**src/rtl/core/lnde_pkg.sv**
```systemverilog
// ----------------------------------------------------------------------------
// lnde_pkg
// Shared types, constants and helpers for the LCD number digit emitter.
// ----------------------------------------------------------------------------
package lnde_pkg;

    localparam int unsigned LNDE_QUEUE_DEPTH = 2;
    localparam int unsigned NUM_DIGITS       = 5;

    localparam logic [7:0]  LCD_SET_ADDR = 8'h80;
    localparam logic [2:0]  DEC_MAX_DIGITS = 3'd5;
    localparam logic [2:0]  HEX_MAX_DIGITS = 3'd4;
    localparam logic [2:0]  LAST_DIGIT_IDX = 3'(NUM_DIGITS - 1);

    // q = (v * 52429) >> 19 is exact for any 16-bit v
    localparam logic [16:0] DEC_RECIP = 17'd52429;
    localparam int unsigned DEC_SHIFT = 19;

    localparam logic [7:0]  ASCII_ZERO   = 8'h30;
    localparam logic [7:0]  ASCII_A_LESS = 8'h37;   // 'A' - 10

    typedef struct packed {
        logic [6:0]                  pos;
        logic [2:0]                  cnt;
        logic [NUM_DIGITS-1:0][7:0]  digits;   // index 0 is least significant
    } lnde_entry_t;

    typedef struct packed {
        logic full;
        logic empty;
    } lnde_qstat_t;

    function automatic logic [7:0] digit_to_ascii(input logic [3:0] nib);
        logic [7:0] wide;
        wide = {4'b0, nib};
        if (nib > 4'd9)
            return wide + ASCII_A_LESS;
        else
            return wide + ASCII_ZERO;
    endfunction

endpackage

```
**src/rtl/core/lcd_number_digit_emitter.sv**
```systemverilog
// ----------------------------------------------------------------------------
// lcd_number_digit_emitter
// Turns a 16-bit number into a set-address command and ASCII digits for a
// character LCD.
// ----------------------------------------------------------------------------
//  channel | direction | tdata                              | tuser   | tlast
//  s_*     | in        | position, number, digit_count      | func    | -
//  m_*     | out       | lcd_byte                           | is_data | last
//
// Front: accepts a word, then converts its five digits one after another (a
// 16x17 reciprocal multiply for decimal) and hands the result to the queue.
// Back: sends the set-address command and then the digits for each number.
// The queue lets the front convert the next number while the back sends.
// A stalled m_tready holds the output register; the front stops once the
// queue is full. rst_n is asynchronous and clears all control state.
// ----------------------------------------------------------------------------
module lcd_number_digit_emitter
    import lnde_pkg::*;
#(
    parameter int unsigned QueueDepth = LNDE_QUEUE_DEPTH
)
(
    input  logic        clk,
    input  logic        rst_n,
    input  logic        s_tvalid,
    output logic        s_tready,
    input  logic [31:0] s_tdata,   // [6:0] position, [22:7] number, [25:23] digit_count
    input  logic        s_tuser,   // [0] func
    output logic        m_tvalid,
    input  logic        m_tready,
    output logic [7:0]  m_tdata,   // [7:0] lcd_byte
    output logic        m_tuser,   // [0] is_data
    output logic        m_tlast
);

    lnde_qstat_t q_stat;
    lnde_entry_t push_entry;
    lnde_entry_t pop_entry;
    logic        q_push;
    logic        q_pop;

    lnde_front u_front (
        .clk        (clk),
        .rst_n      (rst_n),
        .in_valid   (s_tvalid),
        .in_ready   (s_tready),
        .in_hex     (s_tuser),
        .in_pos     (s_tdata[6:0]),
        .in_number  (s_tdata[22:7]),
        .in_count   (s_tdata[25:23]),
        .q_stat     (q_stat),
        .push       (q_push),
        .push_entry (push_entry)
    );

    lnde_queue #(
        .Depth (QueueDepth)
    ) u_queue (
        .clk        (clk),
        .rst_n      (rst_n),
        .push       (q_push),
        .push_entry (push_entry),
        .pop        (q_pop),
        .pop_entry  (pop_entry),
        .q_stat     (q_stat)
    );

    lnde_back u_back (
        .clk         (clk),
        .rst_n       (rst_n),
        .q_stat      (q_stat),
        .pop_entry   (pop_entry),
        .pop         (q_pop),
        .out_valid   (m_tvalid),
        .out_ready   (m_tready),
        .out_is_data (m_tuser),
        .out_byte    (m_tdata),
        .out_last    (m_tlast)
    );

`ifndef SYNTHESIS
    a_no_push_when_full: assert property (@(posedge clk) disable iff (!rst_n)
        q_push |-> !q_stat.full)
        else $error("queue written while full");

    a_no_pop_when_empty: assert property (@(posedge clk) disable iff (!rst_n)
        q_pop |-> !q_stat.empty)
        else $error("queue read while empty");

    a_pop_is_command: assert property (@(posedge clk) disable iff (!rst_n)
        q_pop |=> m_tvalid && !m_tuser)
        else $error("run does not open with a command word");
`endif

endmodule

```
**src/rtl/core/lnde_front.sv**
```systemverilog
// ----------------------------------------------------------------------------
// lnde_front
// Accepts a word, saturates the digit count and converts the number into
// five ASCII digits, one per cycle, then hands the result to the queue.
// ----------------------------------------------------------------------------
module lnde_front
    import lnde_pkg::*;
(
    input  logic        clk,
    input  logic        rst_n,
    input  logic        in_valid,
    output logic        in_ready,
    input  logic        in_hex,
    input  logic [6:0]  in_pos,
    input  logic [15:0] in_number,
    input  logic [2:0]  in_count,
    input  lnde_qstat_t q_stat,
    output logic        push,
    output lnde_entry_t push_entry
);

    typedef enum logic [1:0] {
        F_IDLE,
        F_CONV,
        F_PUSH
    } front_state_t;

    front_state_t               state_reg;
    logic                       hex_reg;
    logic [6:0]                 pos_reg;
    logic [2:0]                 cnt_reg;
    logic [15:0]                value_reg;
    logic [2:0]                 idx_reg;
    logic [NUM_DIGITS-1:0][7:0] digits_reg;

    logic [32:0] product;
    logic [15:0] quot;
    logic [15:0] quot_x10;
    logic [15:0] rem_wide;
    logic [3:0]  digit;
    logic [15:0] value_next;
    logic [2:0]  cnt_sat;

    always_comb
    begin
        product  = 33'(value_reg) * 33'(DEC_RECIP);
        quot     = {2'b0, product[32:DEC_SHIFT]};
        quot_x10 = {quot[12:0], 3'b0} + {quot[14:0], 1'b0};
        rem_wide = value_reg - quot_x10;
        if (hex_reg)
        begin
            digit      = value_reg[3:0];
            value_next = {4'b0, value_reg[15:4]};
        end
        else
        begin
            digit      = rem_wide[3:0];
            value_next = quot;
        end
    end

    always_comb
    begin
        if (in_hex)
            cnt_sat = (in_count > HEX_MAX_DIGITS) ? HEX_MAX_DIGITS : in_count;
        else
            cnt_sat = (in_count > DEC_MAX_DIGITS) ? DEC_MAX_DIGITS : in_count;
    end

    assign in_ready          = (state_reg == F_IDLE);
    assign push              = (state_reg == F_PUSH) && !q_stat.full;
    assign push_entry.pos    = pos_reg;
    assign push_entry.cnt    = cnt_reg;
    assign push_entry.digits = digits_reg;

    always_ff @(posedge clk or negedge rst_n)
    begin
        if (!rst_n)
        begin
            state_reg <= F_IDLE;
            idx_reg   <= '0;
        end
        else
        begin
            case (state_reg)
                F_IDLE:
                begin
                    if (in_valid)
                    begin
                        state_reg <= F_CONV;
                        idx_reg   <= '0;
                    end
                end
                F_CONV:
                begin
                    idx_reg <= idx_reg + 3'd1;
                    if (idx_reg == LAST_DIGIT_IDX)
                        state_reg <= F_PUSH;
                end
                F_PUSH:
                begin
                    if (!q_stat.full)
                        state_reg <= F_IDLE;
                end
                default:
                begin
                    state_reg <= F_IDLE;
                end
            endcase
        end
    end

    // payload, no reset
    always_ff @(posedge clk)
    begin
        if (state_reg == F_IDLE && in_valid)
        begin
            hex_reg   <= in_hex;
            pos_reg   <= in_pos;
            cnt_reg   <= cnt_sat;
            value_reg <= in_number;
        end
        else if (state_reg == F_CONV)
        begin
            digits_reg[idx_reg] <= digit_to_ascii(digit);
            value_reg           <= value_next;
        end
    end

endmodule

```
**src/rtl/core/lnde_queue.sv**
```systemverilog
// ----------------------------------------------------------------------------
// lnde_queue
// Short queue of converted numbers between front and back.
// ----------------------------------------------------------------------------
module lnde_queue
    import lnde_pkg::*;
#(
    parameter int unsigned Depth = LNDE_QUEUE_DEPTH
)
(
    input  logic        clk,
    input  logic        rst_n,
    input  logic        push,
    input  lnde_entry_t push_entry,
    input  logic        pop,
    output lnde_entry_t pop_entry,
    output lnde_qstat_t q_stat
);

    localparam int unsigned PtrW = (Depth > 1) ? $clog2(Depth) : 1;
    localparam int unsigned CntW = $clog2(Depth + 1);
    localparam logic [PtrW-1:0] PtrLast = PtrW'(Depth - 1);
    localparam logic [CntW-1:0] CntFull = CntW'(Depth);

    lnde_entry_t     mem_reg [Depth];
    logic [PtrW-1:0] wr_ptr_reg;
    logic [PtrW-1:0] rd_ptr_reg;
    logic [CntW-1:0] count_reg;

    assign q_stat.full  = (count_reg == CntFull);
    assign q_stat.empty = (count_reg == '0);
    assign pop_entry    = mem_reg[rd_ptr_reg];

    always_ff @(posedge clk)
    begin
        if (push)
            mem_reg[wr_ptr_reg] <= push_entry;
    end

    always_ff @(posedge clk or negedge rst_n)
    begin
        if (!rst_n)
        begin
            wr_ptr_reg <= '0;
            rd_ptr_reg <= '0;
            count_reg  <= '0;
        end
        else
        begin
            if (push)
                wr_ptr_reg <= (wr_ptr_reg == PtrLast) ? '0 : wr_ptr_reg + 1'b1;
            if (pop)
                rd_ptr_reg <= (rd_ptr_reg == PtrLast) ? '0 : rd_ptr_reg + 1'b1;
            if (push && !pop)
                count_reg <= count_reg + 1'b1;
            else if (pop && !push)
                count_reg <= count_reg - 1'b1;
        end
    end

endmodule

```
**src/rtl/core/lnde_back.sv**
```systemverilog
// ----------------------------------------------------------------------------
// lnde_back
// Takes a converted number from the queue and sends the address command
// followed by the digits, most significant first, through an output register.
// ----------------------------------------------------------------------------
module lnde_back
    import lnde_pkg::*;
(
    input  logic        clk,
    input  logic        rst_n,
    input  lnde_qstat_t q_stat,
    input  lnde_entry_t pop_entry,
    output logic        pop,
    output logic        out_valid,
    input  logic        out_ready,
    output logic        out_is_data,
    output logic [7:0]  out_byte,
    output logic        out_last
);

    typedef enum logic {
        B_IDLE,
        B_RUN
    } back_state_t;

    back_state_t state_reg;
    lnde_entry_t entry_reg;
    logic [2:0]  idx_reg;
    logic        valid_reg;
    logic        is_data_reg;
    logic [7:0]  byte_reg;
    logic        last_reg;

    logic can_load;

    assign can_load    = !valid_reg || out_ready;
    assign pop         = (state_reg == B_IDLE) && can_load && !q_stat.empty;
    assign out_valid   = valid_reg;
    assign out_is_data = is_data_reg;
    assign out_byte    = byte_reg;
    assign out_last    = last_reg;

    always_ff @(posedge clk or negedge rst_n)
    begin
        if (!rst_n)
        begin
            state_reg <= B_IDLE;
            valid_reg <= 1'b0;
            idx_reg   <= '0;
        end
        else if (can_load)
        begin
            case (state_reg)
                B_IDLE:
                begin
                    valid_reg <= !q_stat.empty;
                    if (!q_stat.empty)
                    begin
                        idx_reg <= pop_entry.cnt;
                        if (pop_entry.cnt != 3'd0)
                            state_reg <= B_RUN;
                    end
                end
                B_RUN:
                begin
                    valid_reg <= 1'b1;
                    idx_reg   <= idx_reg - 3'd1;
                    if (idx_reg == 3'd1)
                        state_reg <= B_IDLE;
                end
                default:
                begin
                    state_reg <= B_IDLE;
                    valid_reg <= 1'b0;
                end
            endcase
        end
    end

    // payload, no reset
    always_ff @(posedge clk)
    begin
        if (pop)
        begin
            entry_reg   <= pop_entry;
            is_data_reg <= 1'b0;
            byte_reg    <= LCD_SET_ADDR | {1'b0, pop_entry.pos};
            last_reg    <= (pop_entry.cnt == 3'd0);
        end
        else if (can_load && state_reg == B_RUN)
        begin
            is_data_reg <= 1'b1;
            byte_reg    <= entry_reg.digits[idx_reg - 3'd1];
            last_reg    <= (idx_reg == 3'd1);
        end
    end

endmodule
```
**config.mk**
```make
export PLATFORM = sky130hd
export DESIGN_NAME = lcd_number_digit_emitter
export DESIGN_NICKNAME = d
export VERILOG_FILES = /design/src/rtl/core/lnde_pkg.sv /design/src/rtl/core/lcd_number_digit_emitter.sv /design/src/rtl/core/lnde_front.sv /design/src/rtl/core/lnde_queue.sv /design/src/rtl/core/lnde_back.sv
export SDC_FILE = /design/constraint.sdc
export NUM_CORES = 1
export LEC_CHECK = 0
export BUFFER_PORTS_ARGS = -buffer_cell sky130_fd_sc_hd__clkbuf_2
export CORE_MARGIN = 2
export CORE_UTILIZATION = 35
export DETAILED_ROUTE_END_ITERATION = 10
export PLACE_DENSITY = 0.59
export SYNTH_ARGS = -nofsm -noshare
export SYNTH_HDL_FRONTEND = slang
export SYNTH_SLANG_ARGS = --single-unit
```
**constraint.sdc**
```tcl
create_clock -name clk -period 6.4 [get_ports clk]
set_input_delay 0.32 -clock clk [delete_from_list [all_inputs] [get_ports clk]]
set_output_delay 0.32 -clock clk [all_outputs]
set_load 0.1 [all_outputs]
```
# After elaboration in Yosys (flattened, before gate mapping)
# Memory sizes are Yosys's and may differ from the RTL's.
# Cells that the tools add are included.
[totals]
reg_bits = 131
mem_bits_rw = 100
input_bits = 37
mem_count = 1
[op_classes]
n_addsub = 10
n_mul = 1
order_cmp = 6
n_eq_ne = 9
muxes = 38
bitwise = 2
n_reduce_logical = 26
[memory_table]
columns = ["name", "words", "word_bits", "read_ports", "rd_clocked_by_memory_dff", "write_ports", "line", "source"]
rows = [
  ["u_queue.mem_reg", 2, 50, 1, 0, 1, "lnde_queue.sv:25", "lnde_entry_t mem_reg [Depth];"],
]
[op_table]
columns = ["operator", "count"]
rows = [
  ["bitwise mux 40 bit", 1],
  ["two-way mux 8 bit", 5],
  ["multiplier 16 x 16 -> 32 bit, second input constant", 1],
  ["two-way mux 16 bit", 2],
  ["binary-select mux 8 bit (select 3 bit)", 1],
  ["demux 8 bit (select 3 bit)", 1],
  ["two-way mux 3 bit", 5],
  ["adder 4 x 6 -> 7 bit, second input constant", 2],
  ["two-way mux 7 bit", 2],
  ["two-way mux 13 bit", 1],
  ["one-hot mux 3 bit (2 select lines)", 2],
  ["two-way mux 2 bit", 5],
  ["two-way mux 1 bit", 9],
  ["logical AND 1 bit", 8],
  ["< comparator 3 x 4 -> 1 bit, second input constant", 2],
  ["nonzero test 2 bit", 4],
  ["greater-than comparator 3 bit, second input constant", 2],
  ["!= test 2 bit, second input constant", 3],
  ["one-hot mux 2 bit (3 select lines)", 1],
  ["AND reduction 2 bit", 3],
  ["logical NOT 1 bit", 5],
  ["adder 4 bit", 1],
  ["equality test 2 bit, second input constant", 2],
  ["greater-than comparator 4 bit, second input constant", 1],
  ["19 further kinds", 23],
]

# Logic depth before layout (Yosys ltp)
[depth]
depth_word = 9
ltp_mapped = 27
depth_no_buf = 27

# Hierarchy
# From an unflattened synthesis, not the netlist that was laid out.
[hier_totals]
cells_unflattened = 1002
area_unflattened_um2 = 13660.6
[modules_own_cells]
columns = ["mod", "n_inst", "cells_each", "area_each_um2", "seq_area_each_um2"]
rows = [
  ["lnde_front", 1, 686, 7334.5, 1986.9],
  ["lnde_queue", 1, 172, 4047.6, 3103.0],
  ["lnde_back", 1, 144, 2278.4, 1606.5],
]

# Least setup slack after synthesis
# No wires, ideal clock.
[synth_path]
path_type = "reg-to-reg"
from = "reg u_front.value_reg[6]"
to = "reg u_front.digits_reg (netlist bit u_front.push_entry[0]), data pin"
setup_time_ns = 0.272
arrival_ns = 6.384
required_ns = 6.128
setup_slack_ns = -0.256
path_stages_with_launch = 25
path_buffers = 0
period_less_slack_ns = 6.656
cell_sequence = "edfxtp_1 > ha_1 > inv_1 > fa_1 > inv_1 > fa_1 > fa_1 > fa_1 > inv_1 > fa_1 > inv_1 > ha_1 > nand3_2 > or3_1 > o211a_1 > xnor2_1 > ha_1 > inv_1 > mux2i_1 > ha_1 > nor2_1 > o21bai_1 > inv_1 > and3_1 > o31a_1"
[synth_via]
elab_chain_cells = 9
[synth_rtl]
columns = ["item", "line", "source"]
rows = [
  ["from (decl)", "lnde_front.sv:32", "logic [15:0] value_reg;"],
  ["from (signal assigned)", "lnde_front.sv:121", "value_reg <= in_number;"],
  ["from (signal assigned)", "lnde_front.sv:126", "value_reg <= value_next;"],
  ["multiplier 16 x 16 -> 32 bit", "lnde_front.sv:46", "product = 33'(value_reg) * 33'(DEC_RECIP);"],
  ["adder 4 bit", "lnde_front.sv:48", "quot_x10 = {quot[12:0], 3'b0} + {quot[14:0], 1'b0};"],
  ["subtractor 4 bit", "lnde_front.sv:49", "rem_wide = value_reg - quot_x10;"],
  ["two-way mux 4 bit", "lnde_front.sv:50", "if (hex_reg)"],
  ["greater-than comparator 4 bit", "lnde_pkg.sv:36", "if (nib > 4'd9)"],
  ["two-way mux 8 bit", "lnde_pkg.sv:36", ""],
  ["two-way mux 8 bit", "lnde_front.sv:123", "else if (state_reg == F_CONV)"],
  ["two-way mux 8 bit", "lnde_front.sv:116", "if (state_reg == F_IDLE && in_valid)"],
  ["bitwise mux 40 bit", "lnde_front.sv:125", "digits_reg[idx_reg] <= digit_to_ascii(digit);"],
  ["to (signal, indexed assignment)", "lnde_front.sv:125", ""],
  ["to (decl)", "lnde_front.sv:34", "logic [NUM_DIGITS-1:0][7:0] digits_reg;"],
]
# Every way passes these cells. The select of a mux whose other input is x is not followed.
# A chain may end at the register's enable or synchronous reset.

# Worst setup path in the final report
[layout_path]
from = "reg u_front.value_reg[2]"
to = "reg u_front.digits_reg (netlist bit u_front.push_entry[29]), data pin"
[layout_via]
elab_chain_cells = 9
[layout_rtl]
columns = ["item", "line", "source"]
rows = [
  ["multiplier 16 x 16 -> 32 bit", "lnde_front.sv:46", ""],
  ["adder 4 bit", "lnde_front.sv:48", ""],
  ["subtractor 4 bit", "lnde_front.sv:49", ""],
  ["two-way mux 4 bit *", "lnde_front.sv:50", ""],
  ["adder 4 x 6 -> 7 bit (tied with other cells)", "lnde_pkg.sv:39", "return wide + ASCII_ZERO;"],
  ["two-way mux 8 bit *", "lnde_pkg.sv:36", ""],
  ["two-way mux 8 bit *", "lnde_front.sv:123", ""],
  ["two-way mux 8 bit *", "lnde_front.sv:116", ""],
  ["bitwise mux 40 bit *", "lnde_front.sv:125", ""],
]
# Mark *: on every way between the ends. The rest lies on a longest branch, timed or not. The select of a mux whose other input is x is not followed.

==> metrics <==
status=complete, but fails checks; failing checks=negative setup slack; first-pass GRT wire length=roughly 44000 µm; WP depth=23; CP arrival=approximately 6.7 ns; Worst Path Required=6.64 ns; antenna fix cells=0; row count=70; Slew @ Worst Pin=1.04 ns; Vias=7701; Final Non-Filler Cells=1618; PnR worst setup slack=-0.0575 ns; CP max stage cell=edfxtp_1; CP Launch Type=flip-flop; R2R setup slack=-0.06 ns; DRT Pass-1 Iters=6; die width=195 µm; Critical Path Sink Type=flip-flop; CTS tree=yes; Placed Cells=1556; io pins=~50; largest net degree at the start of global routing=52; Max Freq=155 MHz; Setup Viol. Count Final=16; layout cell share with drive strength beyond 1=0.254; CP peak stage delay=0.52 ns; clock net sink count=211; Clock Latency Late Sink=roughly 0.52 ns; synth top area cells=edfxtp_1 (46%), ha_1 (14%), fa_1 (13%); DR vias/cell=approximately 4.8; end of the critical path=u_front.push_entry[29]$_DFFE_PP_; Num CTS Buffers=22; worst r2r src=u_front.value_reg[2]$_DFFE_PP_; fin nets=1392; Final GP Congestion=0.883; CP delay by family, top=adder cells; post-detailed-route count of antenna-violating nets=0; post-synthesis cell area=12800 µm²; Tcrit/Tclk final=1.01; synth warn=0; vias in the first global route=8255; syn avg cell area=between 10 and 15 µm²; H-tree depth=1; clock skew=between 0.015 and 0.02 ns; Final Hold Viols=0; Final Max Tran Viols=0; maxcap violations=0; critical path cell sequence=ha_4, inv_2, fa_1, inv_2, fa_1, fa_1, fa_1, inv_1, fa_1, inv_2, ha_4, a21oi_4, o21bai_1, a221o_1, a21oi_2, xnor2_2, ha_4, and2_4, and2b_1, mux2i_4, xor2_4, nor2_4, or3_4; synthesized flop and latch total=between 200 and 250; Crit Path Class=flip-flop to flip-flop; wire per inst=~17 µm; Synth Instances=979; final wirelength=27900 µm; Slew HR=0.303; top_reg_cell synth=edfxtp_1; largest area contributor in the netlist=edfxtp_1; worst hold path class=input port to flip-flop; most frequent CP cell=fa_1; PortBufs=between 40 and 50; synth cell count leaders=edfxtp_1 (195), inv_1 (173), ha_1 (140); DRC Markers=0; root buffer cell=clkbuf_16; dpl hpwl=20800 µm; post-synthesis sequential area ratio=0.488; Core ar.=36300 µm²; Yosys top cell area share=0.457; Die ar.=38100 µm²; initial antenna violation count=0; EDFF count, synth=between 150 and 200; CP Launch Point=u_front.value_reg[2]$_DFFE_PP_; worst path bufs/invs=4; Die H=195 µm; initial core utilization=0.352; Area growth syn-to-layout=21.7%; pre-CTS setup slack=-0.268 ns; top-count cell post-synth=edfxtp_1; Clock Tree Buf Depth=3; # fillers=3314; gr ovfl total=0; GRT Total Usage=0.149; Yosys cell types=65; Reg2Reg Depth=23; detailed router's first-iteration violation count=344; RSZ-0062 raised after global routing=true; r2r endpoint=u_front.push_entry[29]$_DFFE_PP_; crit path max fanout=6; CTS clock-pin slew for the worst setup and hold paths=0.06 ns; Async SR Flop Fraction=0.0664; max FFs per register=90; Mapped Nets=between 1000 and 1500; min Tclk post-route=6.46 ns
[what timing repair did]
item	CTS	global route
hold endpoints to repair	21	0
endpoints found under the setup margin	35	35
hold buffers	8	0
gates resized for setup	32	36
setup buffers	10	7
pin swaps	26	24
[layout by cell type, fill, tap and decap left out, types with 7 or more instances in the layout]
cell type,synthesis,routed
fa_1,80,79
nand2b_1,8,8
inv_1,173,167
nor2_1,19,17
dlygate4sd3_1,0,8
mux2_2,38,38
ha_1,140,118
ha_4,0,19
clkinv_1,1,7
edfxtp_1,195,195
clkbuf_2,0,42
xor2_1,13,11
dfrtp_1,14,13
mux2i_1,20,18
nand2_1,40,39
buf_4,1,99
xnor2_1,15,13
nand3_1,11,10
clkbuf_16,0,22
a31oi_1,8,8
o21ai_0,32,27
inv_2,2,7
a211oi_1,10,8
and3_1,10,10
nor3_1,15,12
a21oi_1,49,46
[how the worst min path moves through the flow]
stage | start | end | cells after the start | slack (ns)
final | s_tdata[25] | u_front.cnt_reg[2]$_DFFE_PP_ | 1 | 0.03
after global routing | s_tuser | u_front.hex_reg$_DFFE_PP_ | 1 | 0.02
after CTS | s_tdata[25] | u_front.cnt_reg[2]$_DFFE_PP_ | 1 | 0.009
after floorplan | rst_n | u_back.idx_reg[0]$_DFFE_PN0P_ | 0 | 0.02
after global placement | rst_n | u_back.idx_reg[2]$_DFFE_PN0P_ | 1 | 0.25
after detailed placement | rst_n | u_back.idx_reg[2]$_DFFE_PN0P_ | 1 | 0.25
[kinds of logic after synthesis]
| family | after synthesis | synth area share |
|---|---|---|
| adders and majority gates | 220 | 0.262 |
| buffers and inverters | 198 | 0.0592 |
| and+or+nand+nor | 125 | 0.0483 |
| AOI/OAI and AO/OA | 136 | 0.0704 |
| DFF | 211 | 0.488 |
| xor gates and xnor gates | 30 | 0.0223 |
| muxes | 59 | 0.0501 |
[layout make-up]
class	instances	area [µm²]	share of cell area
clock buffer	25	562	0.0360
clock inverter	14	131	0.00843
inverter	176	663	0.0425
multi-input combinational	570	6310	0.405
sequential	211	6250	0.401
tap	468	586	0.0376
timing repair buffer	154	1090	0.0699
[stage by stage]
step	hold WS, ns	TNS [ns]	utilization	cell area (µm²)
4_1_cts	0.00941	-0.0149	0.422	15400
3_3_place_gp	0.251	-5.12	0.394	14300
3_5_place_dp	0.254	-7.46	0.394	14300
5_1_grt	0.0214	-7.70	0.429	15600
6_report	0.0293	-0.569	0.429	15600
2_1_floorplan	0.0244	0	-	12900
[per-layer routing]
layer / up-vias / GRT usage / wire, µm
li1: 3713 / - / -
met1: 3784 / 0.191 / 12400
met2: 156 / 0.260 / 13300
met3: 48 / 0.0247 / 1200
met4: 0 / 0.0452 / 906
met5: - / 0 / 0
Power is left out: the tool's default activity adds up to more than one toggle a clock period on the data nets, which glitch-free logic cannot reach.
